### src/hw/rtl/stms_pkg.sv
`default_nettype none

package stms_pkg;

  localparam int unsigned NSLOT = 12;
  localparam int unsigned SLOT_W = 4;

  typedef logic [SLOT_W-1:0] slot_t;

  // fixed emit order of one request, lowest index first
  localparam slot_t SLOT_CLOSE_STRIKE = 4'd0;
  localparam slot_t SLOT_CLOSE_ITALIC = 4'd1;
  localparam slot_t SLOT_CLOSE_BOLD   = 4'd2;
  localparam slot_t SLOT_OPEN_BOLD    = 4'd3;
  localparam slot_t SLOT_OPEN_ITALIC  = 4'd4;
  localparam slot_t SLOT_OPEN_STRIKE  = 4'd5;
  localparam slot_t SLOT_ESCAPE       = 4'd6;
  localparam slot_t SLOT_CHAR         = 4'd7;
  localparam slot_t SLOT_END_STRIKE   = 4'd8;
  localparam slot_t SLOT_END_ITALIC   = 4'd9;
  localparam slot_t SLOT_END_BOLD     = 4'd10;
  localparam slot_t SLOT_END_MARK     = 4'd11;

  localparam logic [7:0] CH_STAR  = 8'h2A;
  localparam logic [7:0] CH_UNDER = 8'h5F;
  localparam logic [7:0] CH_TILDE = 8'h7E;
  localparam logic [7:0] CH_BSLASH = 8'h5C;

  localparam int unsigned STY_BOLD   = 0;
  localparam int unsigned STY_ITALIC = 1;
  localparam int unsigned STY_STRIKE = 2;

  typedef enum logic {
    ST_IDLE,
    ST_RUN
  } state_t;

  typedef struct packed {
    logic load;
    logic pop;
  } cmd_t;

  typedef struct packed {
    logic ld_nonempty;
    logic pend_one;
    logic out_free;
  } sts_t;

  function automatic logic [7:0] slot_byte(input slot_t slot, input logic [7:0] ch);
    logic [7:0] b;
    b = 8'h00;
    case (slot)
      SLOT_CLOSE_STRIKE, SLOT_OPEN_STRIKE, SLOT_END_STRIKE: b = CH_TILDE;
      SLOT_CLOSE_ITALIC, SLOT_OPEN_ITALIC, SLOT_END_ITALIC: b = CH_UNDER;
      SLOT_CLOSE_BOLD, SLOT_OPEN_BOLD, SLOT_END_BOLD:       b = CH_STAR;
      SLOT_ESCAPE: b = CH_BSLASH;
      SLOT_CHAR:   b = ch;
      default:     b = 8'h00;
    endcase
    return b;
  endfunction

endpackage

`default_nettype wire

### src/hw/rtl/styled_text_markdown_serializer.sv
// first byte of a request: loaded into the pending mask, then popped to output register
// a request yields 0 to 8 bytes; the next is accepted only once all are popped
// the pop sequencer moves one byte per cycle into the output register while it is free
// a request that yields no byte and does not end the text is taken without leaving idle
// reset: synchronous active-low rst_n clears open styles, pending bytes and output valid
`default_nettype none

module styled_text_markdown_serializer (
  input  wire logic       clk,
  input  wire logic       rst_n,
  input  wire logic       in_valid,
  output logic            in_ready,
  input  wire logic [7:0] in_char_in,
  input  wire logic       in_has_char,
  input  wire logic [2:0] in_style,
  input  wire logic       in_end_of_text,
  output logic            out_valid,
  input  wire logic       out_ready,
  output logic [7:0]      out_byte,
  output logic            out_byte_valid,
  output logic            out_text_done
);

  stms_pkg::cmd_t cmd;
  stms_pkg::sts_t sts;

  stms_ctrl u_ctrl (
    .clk      (clk),
    .rst_n    (rst_n),
    .in_valid (in_valid),
    .in_ready (in_ready),
    .sts      (sts),
    .cmd      (cmd)
  );

  stms_dp u_dp (
    .clk            (clk),
    .rst_n          (rst_n),
    .in_char_in     (in_char_in),
    .in_has_char    (in_has_char),
    .in_style       (in_style),
    .in_end_of_text (in_end_of_text),
    .cmd            (cmd),
    .sts            (sts),
    .out_valid      (out_valid),
    .out_ready      (out_ready),
    .out_byte       (out_byte),
    .out_byte_valid (out_byte_valid),
    .out_text_done  (out_text_done)
  );

endmodule

`default_nettype wire

### src/hw/rtl/stms_ctrl.sv
`default_nettype none

module stms_ctrl (
  input  wire logic           clk,
  input  wire logic           rst_n,
  input  wire logic           in_valid,
  output logic                in_ready,
  input  wire stms_pkg::sts_t sts,
  output stms_pkg::cmd_t      cmd
);

  stms_pkg::state_t state_r, state_nxt;

  always_ff @(posedge clk) begin
    if (!rst_n) begin
      state_r <= stms_pkg::ST_IDLE;
    end else begin
      state_r <= state_nxt;
    end
  end

  always_comb begin
    state_nxt = state_r;
    case (state_r)
      stms_pkg::ST_IDLE: begin
        if (in_valid && sts.ld_nonempty) state_nxt = stms_pkg::ST_RUN;
      end
      stms_pkg::ST_RUN: begin
        if (sts.out_free && sts.pend_one) state_nxt = stms_pkg::ST_IDLE;
      end
      default: state_nxt = stms_pkg::ST_IDLE;
    endcase
  end

  always_comb begin
    in_ready = 1'b0;
    cmd      = '0;
    case (state_r)
      stms_pkg::ST_IDLE: begin
        in_ready = 1'b1;
        cmd.load = in_valid;
      end
      stms_pkg::ST_RUN: begin
        cmd.pop = sts.out_free;
      end
      default: begin
        in_ready = 1'b0;
        cmd      = '0;
      end
    endcase
  end

endmodule

`default_nettype wire

### src/hw/rtl/stms_dp.sv
`default_nettype none

module stms_dp (
  input  wire logic           clk,
  input  wire logic           rst_n,
  input  wire logic [7:0]     in_char_in,
  input  wire logic           in_has_char,
  input  wire logic [2:0]     in_style,
  input  wire logic           in_end_of_text,
  input  wire stms_pkg::cmd_t cmd,
  output stms_pkg::sts_t      sts,
  output logic                out_valid,
  input  wire logic           out_ready,
  output logic [7:0]          out_byte,
  output logic                out_byte_valid,
  output logic                out_text_done
);

  localparam int unsigned N = stms_pkg::NSLOT;

  logic [N-1:0] mask_r, mask_nxt;
  logic [N-1:0] ld_mask;
  logic [N-1:0] low_bit;
  logic [N-1:0] rest;
  logic [2:0]   open_r;
  logic [7:0]   char_r;
  logic         eot_r;
  logic         out_valid_r, out_valid_nxt;
  logic [7:0]   out_byte_r;
  logic         byte_valid_r;
  logic         text_done_r;
  stms_pkg::slot_t sel;
  logic         markup;

  assign markup = (in_char_in == stms_pkg::CH_STAR) || (in_char_in == stms_pkg::CH_UNDER) ||
                  (in_char_in == stms_pkg::CH_TILDE) || (in_char_in == stms_pkg::CH_BSLASH);

  // one bit per possible byte or end mark of the incoming request
  always_comb begin
    ld_mask = '0;
    ld_mask[stms_pkg::SLOT_CLOSE_STRIKE] = open_r[stms_pkg::STY_STRIKE] &
                                           ~in_style[stms_pkg::STY_STRIKE];
    ld_mask[stms_pkg::SLOT_CLOSE_ITALIC] = open_r[stms_pkg::STY_ITALIC] &
                                           ~in_style[stms_pkg::STY_ITALIC];
    ld_mask[stms_pkg::SLOT_CLOSE_BOLD]   = open_r[stms_pkg::STY_BOLD] &
                                           ~in_style[stms_pkg::STY_BOLD];
    ld_mask[stms_pkg::SLOT_OPEN_BOLD]    = ~open_r[stms_pkg::STY_BOLD] &
                                           in_style[stms_pkg::STY_BOLD];
    ld_mask[stms_pkg::SLOT_OPEN_ITALIC]  = ~open_r[stms_pkg::STY_ITALIC] &
                                           in_style[stms_pkg::STY_ITALIC];
    ld_mask[stms_pkg::SLOT_OPEN_STRIKE]  = ~open_r[stms_pkg::STY_STRIKE] &
                                           in_style[stms_pkg::STY_STRIKE];
    ld_mask[stms_pkg::SLOT_ESCAPE]       = in_has_char & markup;
    ld_mask[stms_pkg::SLOT_CHAR]         = in_has_char;
    ld_mask[stms_pkg::SLOT_END_STRIKE]   = in_end_of_text & in_style[stms_pkg::STY_STRIKE];
    ld_mask[stms_pkg::SLOT_END_ITALIC]   = in_end_of_text & in_style[stms_pkg::STY_ITALIC];
    ld_mask[stms_pkg::SLOT_END_BOLD]     = in_end_of_text & in_style[stms_pkg::STY_BOLD];
    // empty final request still reports the end
    ld_mask[stms_pkg::SLOT_END_MARK]     = in_end_of_text &
                                           (ld_mask[stms_pkg::SLOT_END_MARK-1:0] == '0);
  end

  always_comb begin
    sel = '0;
    for (int i = N - 1; i >= 0; i--) begin
      if (mask_r[i]) sel = stms_pkg::slot_t'(i);
    end
  end

  assign low_bit = mask_r & (~mask_r + {{(N-1){1'b0}}, 1'b1});
  assign rest    = mask_r & ~low_bit;

  always_comb begin
    mask_nxt = mask_r;
    if (cmd.load) begin
      mask_nxt = ld_mask;
    end else if (cmd.pop) begin
      mask_nxt = rest;
    end
  end

  always_comb begin
    out_valid_nxt = out_valid_r;
    if (cmd.pop) begin
      out_valid_nxt = 1'b1;
    end else if (out_ready) begin
      out_valid_nxt = 1'b0;
    end
  end

  always_ff @(posedge clk) begin
    if (!rst_n) begin
      mask_r      <= '0;
      open_r      <= '0;
      out_valid_r <= 1'b0;
    end else begin
      mask_r      <= mask_nxt;
      out_valid_r <= out_valid_nxt;
      if (cmd.load) open_r <= in_end_of_text ? 3'b000 : in_style;
    end
  end

  always_ff @(posedge clk) begin
    if (cmd.load) begin
      char_r <= in_char_in;
      eot_r  <= in_end_of_text;
    end
    if (cmd.pop) begin
      out_byte_r   <= stms_pkg::slot_byte(sel, char_r);
      byte_valid_r <= (sel != stms_pkg::SLOT_END_MARK);
      text_done_r  <= eot_r && (rest == '0);
    end
  end

  assign sts.ld_nonempty = (ld_mask != '0);
  assign sts.pend_one    = (rest == '0);
  assign sts.out_free    = !out_valid_r || out_ready;

  assign out_valid      = out_valid_r;
  assign out_byte       = out_byte_r;
  assign out_byte_valid = byte_valid_r;
  assign out_text_done  = text_done_r;

`ifndef SYNTH
  a_pop_has_work: assert property (@(posedge clk) disable iff (!rst_n)
    cmd.pop |-> (mask_r != '0))
    else $error("pop with no pending byte");

  a_load_when_drained: assert property (@(posedge clk) disable iff (!rst_n)
    cmd.load |-> (mask_r == '0))
    else $error("new request loaded before previous one drained");

  a_empty_is_end: assert property (@(posedge clk) disable iff (!rst_n)
    (out_valid_r && !byte_valid_r) |-> text_done_r)
    else $error("result without byte that is not the end mark");

  a_end_clears_style: assert property (@(posedge clk) disable iff (!rst_n)
    (cmd.pop && eot_r && (rest == '0)) |-> (open_r == 3'b000))
    else $error("style still open at end of text");
`endif

endmodule

`default_nettype wire
### config.mk
export PLATFORM = sky130hd
export DESIGN_NAME = styled_text_markdown_serializer
export DESIGN_NICKNAME = d
export VERILOG_FILES = /design/src/hw/rtl/stms_pkg.sv /design/src/hw/rtl/styled_text_markdown_serializer.sv /design/src/hw/rtl/stms_ctrl.sv /design/src/hw/rtl/stms_dp.sv
export SDC_FILE = /design/constraint.sdc
export NUM_CORES = 1
export LEC_CHECK = 0
export ABC_CLOCK_PERIOD_IN_PS = 1800
export BUFFER_PORTS_ARGS = -buffer_cell sky130_fd_sc_hd__buf_2
export CAP_MARGIN = 20
export CELL_PAD_IN_SITES_DETAIL_PLACEMENT = 0
export CELL_PAD_IN_SITES_GLOBAL_PLACEMENT = 1
export CORE_MARGIN = 3
export CORE_UTILIZATION = 39
export CTS_BUF_LIST = sky130_fd_sc_hd__clkbuf_16
export CTS_CLUSTER_DIAMETER = 200
export DETAILED_ROUTE_END_ITERATION = 8
export PLACE_DENSITY = 0.71
export SETUP_SLACK_MARGIN = 0.02
export SYNTH_ARGS = -nofsm -noshare
export SYNTH_HDL_FRONTEND = slang
export SYNTH_HIERARCHICAL = 1
export SYNTH_SLANG_ARGS = --single-unit
### constraint.sdc
create_clock -name clk -period 1.8 [get_ports clk]
set_input_delay 0.27 -clock clk [delete_from_list [all_inputs] [get_ports clk]]
set_output_delay 0.27 -clock clk [all_outputs]
set_load 0.05 [all_outputs]
==> run_results.csv <==
group,metric,value,unit
setup_path,r2r_setup_slack,-0.01,ns
placement,dp_hpwl,3580,um
finish,drive_gt1_frac,0.347,
setup_path,start_kind,"register",
setup_path,r2r-end,"u_dp/out_byte[5]",
setup_path,slowest_delay,0.39,ns
sta,finalHoldViolations,0,
power_and_ir_drop,leakage,0.000937,uW
cts,cts_root_buffer,"clkbuf_16",
finish,antenna_cells,0,
synth,syn_avg_cell_area,9.67,sq um
synth,synth-seq-cells,36,
synth,syn_area,0.00190,sq mm
global_route,grt_overflow,0,
floorplan,die-area,0.00576,sq mm
power_and_ir_drop,vdd_drop_max,721,uV
global_route,grt_util_all_layers,0.182,
hold_path,whs_path_depth,1,
placement,dpl-instance-area,0.00227,sq mm
sta,worst_pin_slew,0.429,ns
finish,nets,266,
flow_run,max-cap-violations,0,
detailed_routing,avgRoutedWirePerCell,15.8,um
detailed_routing,drt-total-wl,4940,um
finish,syn_to_final_growth,32.5,%
detailed_routing,avgViaCountPerCell,5.34,
synth,synth_cell_types,50,
run_status,violations,"setup timing",
setup_path,r2r_cells,6,
synth,syn-instance-count,197,
setup_path,crit_path_frequent_cell,"buf_4",
cts,cts_buffer_depth,2,
cts,cts_sinks,36,
setup_path,path_max_fanout,3,
detailed_routing,drcViolationCount,0,
synth,async_reset_ff_frac,0,
hold_path,hold_class,"in -> reg",
sta,finalCriticalPeriod,1.81,ns
global_route,antenna_found_initial,0,
synth,synth_edf_count,19,
setup_path,timing.rr.start,"u_dp/mask_r[10]",
placement,place_ws,-0.108,ns
synth,synthFlopType,"edfxtp_1",
detailed_routing,first_pass_iters,4,
hold_path,holdPathEnd,"u_dp/char_r[3]",
finish,final_cell_mix,"29 x buf_2, 25 x buf_4, 19 x edfxtp_1, 15 x nor2_1",
sta,fmax,0.553,GHz
finish,fillers,406,
global_route,grt_pass1_wl,7820,um
cts,clkLatencyLatePin,0.28,ns
synth,ys_seq_area_frac,0.478,
placement,port_buffers,28,
floorplan,die_h,75.9,um
setup_path,required,1.82,ns
setup_path,worst-path-stages,6,
floorplan,dieWidth,75.9,um
detailed_routing,antenna_left,0,
sta,fin_ws,-0.00990,ns
cts,cts.clk_slew.worst_paths,0.06,ns
synth,ys_warn_count,6,
detailed_routing,drt_iter0_markers,133,
sta,fin_crit_sh,1.01,
setup_path,endpoint_kind,"register",
sta,slew_headroom,0.713,
floorplan,std_cell_rows,24,
placement,gp_congestion,0.856,
floorplan,io_pins,29,
synth,syn-num-nets,216,
sta,finalSetupViolations,2,
hold_path,hp-start,"in_char_in[3]",
sta,skew,0.00380,ns
finish,postLayoutCoreUtil,0.557,
setup_path,cp.buffers_inverters,2,
setup_path,crit_arrival,1.83,ns
setup_path,critPathKind,"reg -> reg",
finish,mostFrequentLayoutCell,"buf_2",
floorplan,start_util,0.420,
power_and_ir_drop,power_density,923,mW/mm^2
global_route,grt_max_degree,18,
sta,rsz0062_at_grt,"true",
global_route,grt_pass1_vias,1559,
floorplan,core_area,0.00453,sq mm
cts,cts_buffers,5,
setup_path,crit_slowest_cell,"a2111oi_4",
detailed_routing,via_count,1671,
finish,fin_area,0.00252,sq mm
run_status,status,"finished, violations left",
setup_path,crit_family,"compound AO/OA/AOI/OAI gates",
power_and_ir_drop,total_power,2330,uW
cts,cts_tree,"yes",
cts,htree_levels,2,
cts,cts_hold_buf,0,
setup_path,path_cells,"nand2b_4 > a221o_1 > buf_4 > a2111oi_4 > buf_4 > o31ai_2",
sta,slew_viol_final,0,
[kinds of logic after synthesis]
group / after synthesis / synth area share
flip-flops: 36 / 0.478
AO/OA/AOI/OAI: 57 / 0.230
adder cells (fa/ha/maj): 3 / 0.0184
buffers and inverters: 27 / 0.0604
AND/OR/NAND/NOR: 72 / 0.204
XOR/XNOR: 2 / 0.00920
[per-layer routing]
metal  vias up  wire (um)  GRT usage
li1        834          -          -
met1       783       2360      0.262
met2        44       2250      0.270
met3        10        263     0.0435
met4         0         67     0.0583
met5         -          0          0
[through the flow]
| step | hold slack [ns] | setup TNS [ns] | cells |
|---|---|---|---|
| global route | 0.178 | -0.333 | 313 |
| detailed placement | 0.462 | -0.223 | 302 |
| CTS | 0.171 | -0.0308 | 312 |
| global placement | 0.462 | -0.0596 | 302 |
| floorplan | 0.369 | -0.00929 | 197 |
| finish | 0.179 | -0.0160 | 313 |
[timing repair]
item                       CTS  global route
buffers inserted             1             0
setup endpoints to repair    9            10
cloned                       1             1
pin swaps                    2             5
hold endpoints to repair     0             0
resized for setup           10            10
[worst max path at each step]
stage                       end            start  slack, ns
6_report       u_dp/out_byte[5]  u_dp/mask_r[10]      -0.01
5_1_grt        u_dp/out_byte[0]   u_dp/mask_r[4]      -0.07
3_5_place_dp   u_dp/out_byte[0]  u_dp/mask_r[10]      -0.11
2_1_floorplan  u_dp/out_byte[5]   u_dp/mask_r[1]     -0.009
4_1_cts        u_dp/out_byte[5]  u_dp/mask_r[10]      -0.02
3_3_place_gp   u_dp/out_byte[5]  u_dp/mask_r[10]      -0.03
[sequential cells by signal (all words and copies together) (netlist names), 3 cells and up]
| signal | flops |
|---|---|
| u_dp/char_r | 8 |
| u_dp/mask_r | 12 |
| u_dp/open_r | 3 |
| u_dp/out_byte | 8 |
[power by group]
part	switching (uW)	internal (uW)	total, uW
clock	336	514	850
combinational	322	213	535
sequential	20.9	924	945
[layout make-up]
class,instances,area (sq um),share of cell area
tap,65,81.3,0.0322
timing repair buffer,55,344,0.136
multi-input combinational,135,980,0.388
clock buffer,5,125,0.0496
sequential,36,917,0.363
inverter,14,52.6,0.0208
clock inverter,3,23.8,0.00942
[synth_stat cells, types with 3 or more instances]
master	count	area [sq um]
nand2b_1	4	25.0
o21a_1	3	22.5
a31oi_1	3	18.8
clkbuf_1	7	26.3
nand3_1	6	30.0
o31ai_1	3	22.5
nor2_1	16	60.1
nand2_1	12	45.0
a21boi_0	7	52.6
o21ai_0	9	45.0
o211ai_1	5	37.5
or3_1	3	18.8
inv_1	14	52.6
buf_2	5	25.0
nor3_1	4	20.0
a21oi_1	4	20.0
and2_1	3	18.8
or4_1	3	22.5
edfxtp_1	19	571
dfxtp_1	17	340
nor2b_1	9	56.3
nand3b_1	3	22.5
No activity file was read; power rests on OpenSTA's default activity.
